### config.mk
export PLATFORM = sky130hd
export DESIGN_NAME = mrs_ctrl
export DESIGN_NICKNAME = d
export VERILOG_FILES = /design/src/sv/mrs_pkg.sv /design/src/sv/mrs_ctrl.sv
export SDC_FILE = /design/constraint.sdc
export NUM_CORES = 1
export LEC_CHECK = 0
export BUFFER_PORTS_ARGS = -buffer_cell sky130_fd_sc_hd__buf_2
export CORE_MARGIN = 4
export CORE_UTILIZATION = 59
export CTS_BUF_LIST = sky130_fd_sc_hd__clkbuf_4
export CTS_CLUSTER_DIAMETER = 40
export DETAILED_ROUTE_END_ITERATION = 12
export PLACE_DENSITY = 0.83
export SYNTH_ARGS = -nofsm -noshare
export SYNTH_HDL_FRONTEND = slang
export SYNTH_SLANG_ARGS = --single-unit
### constraint.sdc
create_clock -name clk -period 3.68 [get_ports clk]
set_clock_uncertainty 0.2 [all_clocks]
set_input_delay 0.368 -clock clk [delete_from_list [all_inputs] [get_ports clk]]
set_output_delay 0.368 -clock clk [all_outputs]
set_load 0.005 [all_outputs]
### src/sv/mrs_pkg.sv
`default_nettype none
package mrs_pkg;

    localparam int IN_SIZE_DEF    = 80;
    localparam int HIDDEN_ONE_DEF = 128;
    localparam int HIDDEN_TWO_DEF = 64;
    localparam int OUT_SIZE_DEF   = 8;

    localparam int ACC_W = 40;
    localparam int E_W   = 17;

    typedef enum logic [1:0] {
        CMD_WEIGHT  = 2'd0,
        CMD_FEATURE = 2'd1,
        CMD_RUN     = 2'd2,
        CMD_RSVD    = 2'd3
    } cmd_t;

    typedef enum logic [1:0] {
        LAYER_ONE = 2'd0,
        LAYER_TWO = 2'd1,
        LAYER_OUT = 2'd2
    } layer_t;

    typedef struct packed {
        logic   load;
        logic   first;
        layer_t layer;
        logic   mac_issue;
        logic   wb;
        logic   max_issue;
        logic   exp_issue;
        logic   div_load;
        logic   out_load;
        logic   out_last;
    } dp_cmd_t;

    typedef struct packed {
        logic mac_idle;
        logic max_idle;
        logic exp_idle;
        logic div_busy;
        logic out_free;
    } dp_stat_t;

    function automatic int addr_w(input int depth);
        return (depth > 1) ? $clog2(depth) : 1;
    endfunction

    // exp(-k/16) in Q16, k = 0..16
    function automatic logic [16:0] exp_frac(input logic [4:0] k);
        logic [16:0] v;
        case (k)
            5'd0:    v = 17'd65536;
            5'd1:    v = 17'd61565;
            5'd2:    v = 17'd57835;
            5'd3:    v = 17'd54331;
            5'd4:    v = 17'd51039;
            5'd5:    v = 17'd47947;
            5'd6:    v = 17'd45042;
            5'd7:    v = 17'd42313;
            5'd8:    v = 17'd39750;
            5'd9:    v = 17'd37341;
            5'd10:   v = 17'd35079;
            5'd11:   v = 17'd32954;
            5'd12:   v = 17'd30957;
            5'd13:   v = 17'd29081;
            5'd14:   v = 17'd27319;
            5'd15:   v = 17'd25664;
            5'd16:   v = 17'd24109;
            default: v = 17'd0;
        endcase
        return v;
    endfunction

    // exp(-ip) in Q16, ip = 0..11
    function automatic logic [16:0] exp_int(input logic [3:0] ip);
        logic [16:0] v;
        case (ip)
            4'd0:    v = 17'd65536;
            4'd1:    v = 17'd24109;
            4'd2:    v = 17'd8869;
            4'd3:    v = 17'd3263;
            4'd4:    v = 17'd1200;
            4'd5:    v = 17'd442;
            4'd6:    v = 17'd162;
            4'd7:    v = 17'd60;
            4'd8:    v = 17'd22;
            4'd9:    v = 17'd8;
            4'd10:   v = 17'd3;
            4'd11:   v = 17'd1;
            default: v = 17'd0;
        endcase
        return v;
    endfunction

endpackage
`default_nettype wire

### src/sv/mrs_ctrl.sv
`default_nettype none
module mrs_ctrl #(
    parameter int IN_SIZE    = mrs_pkg::IN_SIZE_DEF,
    parameter int HIDDEN_ONE = mrs_pkg::HIDDEN_ONE_DEF,
    parameter int HIDDEN_TWO = mrs_pkg::HIDDEN_TWO_DEF,
    parameter int OUT_SIZE   = mrs_pkg::OUT_SIZE_DEF,
    localparam int STORE_DEPTH = HIDDEN_ONE * IN_SIZE + HIDDEN_ONE
                               + HIDDEN_TWO * HIDDEN_ONE + HIDDEN_TWO
                               + OUT_SIZE * HIDDEN_TWO + OUT_SIZE,
    localparam int WA_W  = mrs_pkg::addr_w(STORE_DEPTH),
    localparam int MAX_A = (IN_SIZE > HIDDEN_ONE) ? IN_SIZE : HIDDEN_ONE,
    localparam int MAX_B = (HIDDEN_TWO > OUT_SIZE) ? HIDDEN_TWO : OUT_SIZE,
    localparam int IDX_W = mrs_pkg::addr_w((MAX_A > MAX_B) ? MAX_A : MAX_B)
) (
    input  wire logic              clk,
    input  wire logic              rst_n,
    input  wire logic              in_valid,
    input  wire logic [1:0]        in_cmd,
    output      logic              in_ready,
    output      mrs_pkg::dp_cmd_t  cmd,
    input  wire mrs_pkg::dp_stat_t stat,
    output      logic [WA_W-1:0]   w_addr,
    output      logic [IDX_W-1:0]  x_addr,
    output      logic [IDX_W-1:0]  n_addr,
    output      logic [IDX_W-1:0]  c_addr
);
    localparam int OFS_B1 = HIDDEN_ONE * IN_SIZE;
    localparam int OFS_W2 = OFS_B1 + HIDDEN_ONE;
    localparam int OFS_B2 = OFS_W2 + HIDDEN_TWO * HIDDEN_ONE;
    localparam int OFS_W3 = OFS_B2 + HIDDEN_TWO;
    localparam int OFS_B3 = OFS_W3 + OUT_SIZE * HIDDEN_TWO;

    typedef enum logic [12:0] {
        ST_IDLE      = 13'b0000000000001,
        ST_MAC       = 13'b0000000000010,
        ST_MAC_DRAIN = 13'b0000000000100,
        ST_WB        = 13'b0000000001000,
        ST_MAX       = 13'b0000000010000,
        ST_MAX_DRAIN = 13'b0000000100000,
        ST_EXP       = 13'b0000001000000,
        ST_EXP_DRAIN = 13'b0000010000000,
        ST_DIV_RD    = 13'b0000100000000,
        ST_DIV_LOAD  = 13'b0001000000000,
        ST_DIV_WAIT  = 13'b0010000000000,
        ST_EMIT      = 13'b0100000000000,
        ST_SPARE     = 13'b1000000000000
    } state_t;

    state_t           state_reg, state_next;
    mrs_pkg::layer_t  layer_reg, layer_next;
    logic [IDX_W-1:0] j_reg, j_next;
    logic [IDX_W-1:0] n_reg, n_next;
    logic [IDX_W-1:0] c_reg, c_next;
    logic             first_reg, first_next;
    logic [WA_W-1:0]  wp_reg, wp_next;

    logic [IDX_W-1:0] j_last;
    logic [IDX_W-1:0] n_last;
    logic [WA_W-1:0]  b_base;
    logic             c_end;

    always_comb
    begin
        case (layer_reg)
            mrs_pkg::LAYER_ONE:
            begin
                j_last = IDX_W'(IN_SIZE - 1);
                n_last = IDX_W'(HIDDEN_ONE - 1);
                b_base = WA_W'(OFS_B1);
            end
            mrs_pkg::LAYER_TWO:
            begin
                j_last = IDX_W'(HIDDEN_ONE - 1);
                n_last = IDX_W'(HIDDEN_TWO - 1);
                b_base = WA_W'(OFS_B2);
            end
            default:
            begin
                j_last = IDX_W'(HIDDEN_TWO - 1);
                n_last = IDX_W'(OUT_SIZE - 1);
                b_base = WA_W'(OFS_B3);
            end
        endcase
        c_end = (c_reg == IDX_W'(OUT_SIZE - 1));
    end

    assign in_ready = (state_reg == ST_IDLE);
    assign w_addr   = first_reg ? (b_base + WA_W'(n_reg)) : wp_reg;
    assign x_addr   = j_reg;
    assign n_addr   = n_reg;
    assign c_addr   = c_reg;

    always_comb
    begin
        state_next = state_reg;
        layer_next = layer_reg;
        j_next     = j_reg;
        n_next     = n_reg;
        c_next     = c_reg;
        first_next = first_reg;
        wp_next    = wp_reg;
        cmd        = '0;
        cmd.layer  = layer_reg;
        cmd.first  = first_reg;
        cmd.out_last = c_end;

        case (state_reg)
            ST_IDLE:
            begin
                cmd.load = in_valid;
                if (in_valid && (mrs_pkg::cmd_t'(in_cmd) == mrs_pkg::CMD_RUN))
                begin
                    layer_next = mrs_pkg::LAYER_ONE;
                    j_next     = '0;
                    n_next     = '0;
                    first_next = 1'b1;
                    wp_next    = '0;
                    state_next = ST_MAC;
                end
            end
            ST_MAC:
            begin
                cmd.mac_issue = 1'b1;
                first_next    = 1'b0;
                if (!first_reg)
                begin
                    wp_next = wp_reg + 1'b1;
                    if (j_reg == j_last)
                    begin
                        j_next     = '0;
                        state_next = ST_MAC_DRAIN;
                    end
                    else
                    begin
                        j_next = j_reg + 1'b1;
                    end
                end
            end
            ST_MAC_DRAIN:
            begin
                if (stat.mac_idle)
                begin
                    state_next = ST_WB;
                end
            end
            ST_WB:
            begin
                cmd.wb     = 1'b1;
                first_next = 1'b1;
                if (n_reg != n_last)
                begin
                    n_next     = n_reg + 1'b1;
                    state_next = ST_MAC;
                end
                else
                begin
                    n_next = '0;
                    case (layer_reg)
                        mrs_pkg::LAYER_ONE:
                        begin
                            layer_next = mrs_pkg::LAYER_TWO;
                            wp_next    = WA_W'(OFS_W2);
                            state_next = ST_MAC;
                        end
                        mrs_pkg::LAYER_TWO:
                        begin
                            layer_next = mrs_pkg::LAYER_OUT;
                            wp_next    = WA_W'(OFS_W3);
                            state_next = ST_MAC;
                        end
                        default:
                        begin
                            c_next     = '0;
                            state_next = ST_MAX;
                        end
                    endcase
                end
            end
            ST_MAX:
            begin
                cmd.max_issue = 1'b1;
                first_next    = 1'b0;
                if (c_end)
                begin
                    c_next     = '0;
                    state_next = ST_MAX_DRAIN;
                end
                else
                begin
                    c_next = c_reg + 1'b1;
                end
            end
            ST_MAX_DRAIN:
            begin
                first_next = 1'b1;
                if (stat.max_idle)
                begin
                    state_next = ST_EXP;
                end
            end
            ST_EXP:
            begin
                cmd.exp_issue = 1'b1;
                first_next    = 1'b0;
                if (c_end)
                begin
                    c_next     = '0;
                    state_next = ST_EXP_DRAIN;
                end
                else
                begin
                    c_next = c_reg + 1'b1;
                end
            end
            ST_EXP_DRAIN:
            begin
                if (stat.exp_idle)
                begin
                    state_next = ST_DIV_RD;
                end
            end
            ST_DIV_RD:
            begin
                state_next = ST_DIV_LOAD;
            end
            ST_DIV_LOAD:
            begin
                cmd.div_load = 1'b1;
                state_next   = ST_DIV_WAIT;
            end
            ST_DIV_WAIT:
            begin
                if (!stat.div_busy)
                begin
                    state_next = ST_EMIT;
                end
            end
            ST_EMIT:
            begin
                if (stat.out_free)
                begin
                    cmd.out_load = 1'b1;
                    if (c_end)
                    begin
                        c_next     = '0;
                        state_next = ST_IDLE;
                    end
                    else
                    begin
                        c_next     = c_reg + 1'b1;
                        state_next = ST_DIV_RD;
                    end
                end
            end
            default:
            begin
                state_next = ST_IDLE;
            end
        endcase
    end

    always_ff @(posedge clk or negedge rst_n)
    begin
        if (!rst_n)
        begin
            state_reg <= ST_IDLE;
            layer_reg <= mrs_pkg::LAYER_ONE;
            j_reg     <= '0;
            n_reg     <= '0;
            c_reg     <= '0;
            first_reg <= 1'b0;
            wp_reg    <= '0;
        end
        else
        begin
            state_reg <= state_next;
            layer_reg <= layer_next;
            j_reg     <= j_next;
            n_reg     <= n_next;
            c_reg     <= c_next;
            first_reg <= first_next;
            wp_reg    <= wp_next;
        end
    end
endmodule
`default_nettype wire

Word-level counts from Yosys, hierarchy flattened
Cells that the tools add are included.
Widths: inputs -> output; s select.
{ "classes": {"add_sub_neg": 5, "eq_ne": 30, "mux": 48, "n_reduce_logical": 18} }
{ "ops": {"columns": ["operator", "count"], "rows": [
  ["$pmux 13 s12", 1],
  ["$mux 13", 11],
  ["$mux 15", 4],
  ["$pmux 15 s2", 2],
  ["$mux 7", 8],
  ["$pmux 7 s2", 4],
  ["$pmux 15 s3", 1],
  ["$ne 2x2->1 const B", 11],
  ["$add 7x1->7 const B", 3],
  ["$pmux 7 s3", 1],
  ["$add 15x1->15 const B", 1],
  ["$add 15x7->15", 1],
  ["$eq 13x1->1 const B", 1],
  ["$eq 13x10->1 const B", 1],
  ["$eq 13x11->1 const B", 1],
  ["$eq 13x12->1 const B", 1],
  ["$eq 13x2->1 const B", 1],
  ["$eq 13x3->1 const B", 1],
  ["$eq 13x4->1 const B", 1],
  ["$eq 13x5->1 const B", 1],
  ["$eq 13x6->1 const B", 1],
  ["$eq 13x7->1 const B", 1],
  ["$eq 13x8->1 const B", 1],
  ["$eq 13x9->1 const B", 1],
  ["other kinds (24)", 41]
]} }
{ "word_totals": {"regBits": 52, "input_bits": 10, "output_inout_bits": 48} }

Depth between registers and ports, before layout
{ "logic_depth": {"ltp_word": 6, "depth_mapped": 9, "ltp_nobuf": 6} }

Worst setup path after synthesis
OpenSTA, ideal clock, no wires.
{ "synth_timing": {"path_kind": "register to register", "start": "reg state_reg[4]", "end": "reg state_reg[6]", "setup_time_ns": 0.125, "arrival_time_ns": 2.331, "required_ns": 3.355, "slack_ns": 1.024, "path_stages_with_launch": 9, "path_buffers": 3, "period_less_slack_ns": 2.656, "cell_sequence": "dfrtp_1 buf_6 or4_1 or4_1 buf_2 o2111ai_1 or4_4 buf_6 mux2_4"} }
{ "synth_via": {"elab_chain_cells": 3} }
{ "synth_lines": {"columns": ["item", "line", "text"], "rows": [
  ["start: declaration", "mrs_ctrl.sv:49", "state_t state_reg, state_next;"],
  ["start signal: assignment", "mrs_ctrl.sv:276", "state_reg <= state_next;"],
  ["$eq 13x2->1 (tied with other cells)", "mrs_ctrl.sv:107", "case (state_reg)"],
  ["$ne 2x2->1 (no source line) or $ne 2x1->1 (tied branches)", null, null],
  ["$reduce_and 10->1 (no source line)", null, null]
]} }
Several ways; a longest one is shown, not always the timed one.
A chain may end at the register's enable or synchronous reset.

==> results.toml <==
[routing]
drt-initial-drc-count = 284
dr_total_vias = 3358
drt-vias-per-instance = 6.559
drt-pass1-iter-count = 5
detail-route-antenna-nets = 0
wl_per_cell_um = 17.51
drc = 0
routed_wl_um = 8963

[min_path]
hp-start = "stat[1]"
hold_path_class = "primary input to flop"
min_to = "state_reg[10]"
hold_depth = 3

[cells_and_area]
drive_above_1_share_pct = 22.50
final_common_cell = "buf_2"
regArea_um2 = 1277
multi_input_comb_area_um2 = 2009
mostFrequentLayoutCells = "57 x buf_2, 50 x dfrtp_1, 34 x o21ai_0, 28 x nand2_1, 25 x nor2_1"
fin_nets = 454
largest_reg_flops = 15
synthToLayoutAreaGrowth_pct = 9.793
fin_util_pct = 68.13
num_antenna_cells = 0
fillers = 464

[critical_path]
cp.required_ns = 3.11
cpPeakStageDelay_ns = 0.67
end_kind = "output port"
path_delay_family = "simple AND/OR/NAND/NOR gates"
rrSetupSlack_ns = 0.51
worstPathCellList = "nor4_4 -> nand3_1 -> inv_1 -> buf_2"
r2r-end = "state_reg[6]"
cp_max_fo = 13
crit_arrival_ns = 2.62
critPathSlowestCell = "nor4_4"
cp-start-kind = "flop"
crit-reg2reg-launch = "state_reg[9]"
worstSetupPathType = "flop to output port"
cp.buffers_inverters = 2
rr_worst_depth = 5

[cts]
root_buffer = "clkbuf_4"
cts-resized-gates = 0
insertion_delay_ns = 0.38
cts.sinks = 51
htreeDepth = 2
cts_tree = "done"
cts_setup_buffers = 0
cts_buffer_depth = 2
clk_pin_slew_ns = 0.15
cts_made_buffers = 5

[synthesis]
synth_nets = 405
yosysSeqAreaShare_pct = 36.49
yosysWarningCount = 0
syn_avg_cell_area_um2 = 8.977
synth_edf_count = 0
syn_area_um2 = 3501
synthCells = 390
synth_seq_cells = 51
synth-async-reset-ratio_pct = 100.0
synth.distinct_cells = 68
ys.flop_type = "dfrtp_1"

[global_route]
grt_pass1_wl_um = 14660
track_usage_pct = 24.41
use_met3_pct = 4.175
gr-usage-met2_pct = 37.71
grt_overflow = 0
grt_max_degree = 33
grt_pass1_vias = 3034
gr-usage-met1_pct = 36.18
grt_busiest_layer = "met2"
antenna_found_initial = 0

[power]
power_switching_share_pct = 45.82
p_switching_mw = 1.099
p_seq_share_pct = 40.4
p_leak_nw = 1.754
cellPowerDensity_nw_per_um2 = 623.8
intPower_mw = 1.299
peakVddDrop_mv = 0.3750
comb_power_share_pct = 48.3
pwr-share-clk_pct = 11.4

[sta]
grt_setup_unrepaired = "no"
finalHoldViolCount = 0
relSlewSlack_pct = 46.34
period_needed_ns = 3.192
setup_viol = 0
max_clock_freq_mhz = 313.3
worst_pin_slew_ns = 0.8049
fin_crit_sh_pct = 86.73
finalMaxSlewViolations = 0
tns_ns = 0

[floorplanning]
row_count = 27
ios = 58
fp.coreArea_um2 = 5642
die_x_um = 85.03
fp.dieH_um = 85.03
start_util_pct = 62.05
die-area_um2 = 7230

[placed_design]
gp_congestion = 0.9282
hpwlAfterDp_um = 6461
port_buffers = 57

[outcome]
status = "finished, final reports clean"

[run]
cap_viol_max_count = 0
## cells in the mapped netlist, types with 4 or more instances
library cell | count | area, µm²
dfrtp_1 | 50 | 1251
o21ai_0 | 34 | 170.2
nand2_1 | 28 | 105.1
nor2_1 | 25 | 93.84
a21oi_1 | 23 | 115.1
nand3_1 | 19 | 95.09
inv_1 | 15 | 56.30
nor3_1 | 12 | 60.06
o31ai_1 | 12 | 90.09
or4_1 | 12 | 90.09
mux2_2 | 11 | 123.9
nand4_1 | 11 | 68.82
and3_1 | 8 | 50.05
buf_2 | 8 | 40.04
nor4_1 | 6 | 37.54
buf_4 | 5 | 37.54
clkbuf_1 | 5 | 18.77
ha_1 | 5 | 62.56
nand2b_1 | 5 | 31.28
o22ai_1 | 5 | 31.28
a31oi_1 | 4 | 25.02
and2_1 | 4 | 25.02
o41ai_1 | 4 | 35.03
or3_1 | 4 | 25.02
## power groups by stage
stage | Sequential (mW) | Combinational [mW] | Clock, mW
floorplan | 0.855 | 0.902 | 0
global placement | 0.961 | 1.11 | 0
detailed placement | 0.973 | 1.15 | 0
CTS | 0.961 | 1.15 | 0.271
global route | 0.997 | 1.28 | 0.293
finish | 0.969 | 1.16 | 0.272
## worst max-delay path by stage
stage                  from            to  depth (start not counted)
2_1_floorplan  state_reg[4]  state_reg[6]                          8
3_3_place_gp   state_reg[9]  state_reg[6]                          5
3_5_place_dp   state_reg[9]  state_reg[6]                          5
4_1_cts        state_reg[9]        cmd[6]                          4
5_1_grt        state_reg[9]        cmd[6]                          4
6_report       state_reg[9]        cmd[6]                          4
## kinds of logic after synthesis
family / share of synthesized area, %
AOI/OAI and AO/OA: 22.05
xor gates and xnor gates: 1.251
adders and majority gates: 1.787
buffers and inverters: 6.112
DFF: 36.49
muxes: 4.825
and+or+nand+nor: 27.48
## metrics by stage
step	std cells	cell area [µm²]	power, mW	worst slack [ns]	hold slack [ns]
5_1_grt	512	3844	2.575	0.3226	0.06992
3_5_place_dp	501	3756	2.119	0.6328	0.2760
4_1_cts	512	3844	2.385	0.5846	0.06887
3_3_place_gp	501	3756	2.068	0.7166	0.2705
6_report	512	3844	2.398	0.4883	0.07237
2_1_floorplan	390	3501	1.757	1.024	-0.1276
## worst reg2reg max path: cells and delay by family, from the launching register on
family	cells	cell delay, ns
flip-flops	1	0.49
multiplexers	1	0.32
AND/OR/NAND/NOR	3	1.56
AO/OA/AOI/OAI	1	0.52
## cell type report
class                           instances  area share [%]
Inverter                               15           1.465
Tap cell                               72           2.344
Clock buffer                            6           1.172
Clock inverter                          2          0.3255
Sequential cell                        51           33.24
Multi-Input combinational cell        301           52.28
Timing Repair Buffer                   65           9.180
## timing repair
item,CTS,global route
setup endpoints to repair,0,0
hold buffers,3,0
hold endpoints to repair,32,0
## per-layer routing
metal | part of all wire, % | vias up
li1 | - | 1596
met1 | 46 | 1620
met2 | 47 | 129
met3 | 5.7 | 13
met4 | 1.1 | 0
met5 | 0 | -
No activity file was read; power rests on OpenSTA's default activity.
